## config.mk

```make
export PLATFORM = sky130hd
export DESIGN_NAME = bvie_cell
export DESIGN_NICKNAME = d
export VERILOG_FILES = /design/src/hdl/bvie_pkg.sv /design/src/hdl/bvie_cell.sv
export SDC_FILE = /design/constraint.sdc
export NUM_CORES = 1
export LEC_CHECK = 0
export ABC_CLOCK_PERIOD_IN_PS = 2740
export BUFFER_PORTS_ARGS = -buffer_cell sky130_fd_sc_hd__buf_2
export CAP_MARGIN = 30
export CORE_MARGIN = 2
export CORE_UTILIZATION = 44
export CTS_BUF_LIST = sky130_fd_sc_hd__clkbuf_4 sky130_fd_sc_hd__clkbuf_8
export DETAILED_ROUTE_END_ITERATION = 6
export GPL_TIMING_DRIVEN = 0
export PLACE_DENSITY = 0.84
export SYNTH_ARGS = -nofsm -noshare
export SYNTH_HDL_FRONTEND = slang
export SYNTH_SLANG_ARGS = --single-unit
```

## constraint.sdc

```tcl
create_clock -name clock -period 2.74 [get_ports clock]
set_clock_uncertainty 0.1 [all_clocks]
set_input_delay 0.685 -clock clock [delete_from_list [all_inputs] [get_ports clock]]
set_output_delay 0.685 -clock clock [all_outputs]
set_load 0.05 [all_outputs]
```

## src/hdl/bvie_pkg.sv

```systemverilog
// Shared constants, command codes and cell control type for the bounded vector.
`timescale 1ns / 1ps

package bvie_pkg;

   localparam int DEPTH_DEF     = 64;
   localparam int ELEM_BITS_DEF = 32;

   localparam int CMD_W   = 3;
   localparam int IDX_W   = 7;
   localparam int VAL_W   = 32;
   localparam int CAP_W   = 7;
   localparam int COUNT_W = 7;

   localparam logic [CAP_W-1:0] CAP_RESET = 7'd64;

   typedef enum logic [CMD_W-1:0] {
      CMD_PUSH   = 3'd0,
      CMD_POP    = 3'd1,
      CMD_INSERT = 3'd2,
      CMD_ERASE  = 3'd3,
      CMD_READ   = 3'd4,
      CMD_RESIZE = 3'd5,
      CMD_CLEAR  = 3'd6
   } cmd_type;

   // Per-cycle operation broadcast along the cell row
   typedef struct packed {
      logic ins;   // open a slot at pos, shift later cells up
      logic ers;   // close the slot at pos, shift later cells down
      logic fill;  // write value into slots from count up to pos
   } ctrl_type;

endpackage

```

## src/hdl/bvie_cell.sv

```systemverilog
// One storage cell of the element row: holds a word, takes a neighbor's word on shifts.
`timescale 1ns / 1ps

module bvie_cell
   import bvie_pkg::*;
#(
   parameter int POS       = 0,
   parameter int ELEM_BITS = ELEM_BITS_DEF,
   parameter int CMP_W     = 8
) (
   input  logic                 clock,
   input  logic                 reset,
   input  ctrl_type             ctrl,
   input  logic [CMP_W-1:0]     pos,
   input  logic [CMP_W-1:0]     cnt,
   input  logic [ELEM_BITS-1:0] value,
   input  logic [ELEM_BITS-1:0] left_elem,
   input  logic [ELEM_BITS-1:0] right_elem,
   output logic [ELEM_BITS-1:0] elem,
   output logic [ELEM_BITS-1:0] rd_elem
);

   localparam logic [CMP_W-1:0] POS_C  = CMP_W'(POS);
   localparam logic [CMP_W-1:0] POS_N1 = CMP_W'(POS + 1);

   logic [ELEM_BITS-1:0] elem_ff;
   logic [ELEM_BITS-1:0] elem_in;

   always_comb begin
      elem_in = elem_ff;
      if (ctrl.ins) begin
         if (POS_C == pos) begin
            elem_in = value;
         end else if (POS_C > pos && POS_C <= cnt) begin
            elem_in = left_elem;
         end
      end else if (ctrl.ers) begin
         if (POS_C >= pos && POS_N1 < cnt) begin
            elem_in = right_elem;
         end
      end else if (ctrl.fill) begin
         if (POS_C >= cnt && POS_C < pos) begin
            elem_in = value;
         end
      end
   end

   always_ff @(posedge clock) begin
      if (reset) begin
         elem_ff <= '0;
      end else begin
         elem_ff <= elem_in;
      end
   end

   assign elem    = elem_ff;
   // gate onto the shared read bus only when addressed
   assign rd_elem = (POS_C == pos) ? elem_ff : '0;

endmodule

```

==> metrics <==
outcome=finished, final reports clean; gp weighted congestion=around 0.85; number of fill cells in the layout=~520; share of layout cells above drive strength 1=0.436; commonest non-fill, non-tap cells in the layout=buf_2 (153), mux2i_1 (64), buf_4 (35); max-capacitance violation count=0; CTS root buf=clkbuf_8; global route total overflow=0; Final HPWL DP=7120 µm; slew at the pin closest to its max-slew limit=0.553 ns; vias in the first global route=3,021; worst-case setup slack after placement=-0.324 ns; CP endpoint kind=primary output; syn_nets=426; Synth cell types=18; first-pass GRT wire length=14,200 µm; maximum fanout encountered on the critical timing path=10; drt initial violations=about 140; insertion delay to the later sink of the worst-skew pair=0.28 ns; Total Neg Setup Slack=0 ns; critical path, cell by cell=buf_2 > nor4_4 > buf_6 > clkbuf_4 > and3_1 > buf_4; post-route ant nets=0; core area=just under 6000 µm²; final hold vios=0; Slew headroom=0.632; Synth warnings=0; Cell Area, Synth=2700 µm²; number of buffers inserted by port buffering=177; TritonCTS clock tree=done; boundary pin count=roughly 180; maximum number of pins on one net before global-route repair=11; Critical path buffers and inverters=4; clock tree sinks=32; clock period minus worst slack=2.66 ns; standard-cell row count=28; Final setup violation count=0; area leader, netlist=dfxtp_1; syn avg cell area=slightly below 9 µm²; sum of routed wire length over all layers=around 10000 µm; Die Area=6770 µm²; arrival time worst endpoint=1.87 ns; Worst path max stage delay=about 0.32 ns; Seq. cell area=641 µm²; static leakage=about 0.0019 µW; clock transition at the register clock pins on the worst setup and hold paths after CTS=around 0.070 ns; unrepaired setup endpoints after global routing=no; area occupied by multi-input gates=approximately 1900 µm²; average wire length per cell after detail routing=17.1 µm; ratio of routed vias to standard cells=5.91; vias post-DR=3,386; Setup crit start kind=input port; most common cell after layout, fill and taps aside=buf_2; Vert. Die Dim=82.3 µm; Peak Freq=0.376 GHz; worst min-delay path class=flip-flop to flip-flop; top area cells in the synthesized netlist=dfxtp_1 (24%), mux2i_1 (24%), nand4b_1 (10%), o311ai_0 (10%), and3_1 (7.4%); flops & latches, synth=32; overall routing resource usage=0.271; Post-CTS Hold Buffers=0; final net count=approximately 610; number of non-filler instances in the completed layout=573; initial antenna violation count=0; residual DRC count=0; critical path's slowest cell=nor4_4; portion of synthesized cell area occupied by the leading cell type=0.238; startpoint-to-endpoint class of the critical path=input port to primary output; final setup slack of the worst path=0.0827 ns; max FFs per register=32; first-pass detailed-route iteration total=5; H-tree depth=2; number of antenna cells inserted=0; number of placed instances, taps included=roughly 560; critical path required time=1.96 ns; final cycle utilization of the critical path=0.970; Largest delay share family, worst path=buffers and inverters; max-slew violation count=0; Inserted Clock Buffers=5; effective utilization at floorplan=0.455; Synth-to-Final Area Change=46.7%; proportion of synthesized chip area in sequential cells=0.238; horizontal die dimension=82.3 µm; total power divided by cell area=283 nW/µm²; peak supply drop=226 µV; post-synthesis cell count=309; Max Buffers Root-to-Sink=2
[power by group]
group,switching (µW),internal (µW),total [µW]
registers,0.965,466,467
clock network,177,200,377
logic,139,136,275
total,317,802,1120
[stage by stage]
step	utilization	total power [µW]	area, µm²	hold WS [ns]
floorplan	-	616	2700	0.600
global placement	0.621	732	3680	0.374
detailed placement	0.621	738	3680	0.379
CTS	0.657	1120	3890	0.398
global route	0.668	1170	3960	0.410
finish	0.668	1120	3960	0.389
[cell usage after synthesis]
library cell,number
clkbuf_1,24
mux2_4,1
and3_1,32
buf_6,5
dfxtp_1,32
nand4b_1,32
buf_1,3
nor4_1,3
mux2i_1,64
buf_2,10
a21oi_1,33
and2_1,1
nand2b_1,32
nor4_4,1
and4_1,1
nor2_1,2
o311ai_0,32
inv_2,1
[logic make-up after synthesis]
| family | share of synthesized area |
|---|---|
| AO/OA/AOI/OAI | 0.165 |
| AND/OR/NAND/NOR | 0.276 |
| buffers and inverters | 0.0784 |
| flip-flops | 0.238 |
| multiplexers | 0.243 |
[worst min-delay path: stages, from the launching register on]
cell      delay, ns
dfxtp_1        0.32
nand2b_1       0.06
mux2i_1        0.06
[timing repair]
item / 4_1_cts / 5_1_grt
gates resized for setup: 44 / 17
buffers inserted: 2 / 1
endpoints found under the setup margin: 32 / 32
gates cloned: 0 / 1
[final cells by class]
class / count / share of cell area
multi-input combinational: 234 / 0.474
timing repair buffer: 181 / 0.255
sequential: 32 / 0.162
buffer: 42 / 0.0617
tap: 75 / 0.0237
clock buffer: 6 / 0.0209
clock inverter: 2 / 0.00253
inverter: 1 / 0.000949
[per-layer routing]
metal  global-route usage  vias up  part of all wire
met3               0.0228       16             0.072
li1                     -     1573                 -
met5                    0        -                 0
met4               0.0833        0             0.017
met1                0.335     1611              0.41
met2                0.494      186              0.50
[path summary, 6_finish.rpt]
| kind | start | end | slack (ns) | cells after the start |
|---|---|---|---|---|
| worst max-delay path | pos[5] | rd_elem[0] | 0.08 | 6 |
| worst min-delay path | elem[7] | elem[7] | 0.39 | 2 |
| worst max register to register | elem[25] | elem[25] | 1.97 | 2 |
| worst min register to register | elem[7] | elem[7] | 0.39 | 2 |
Power figures use the tool's default switching activity.
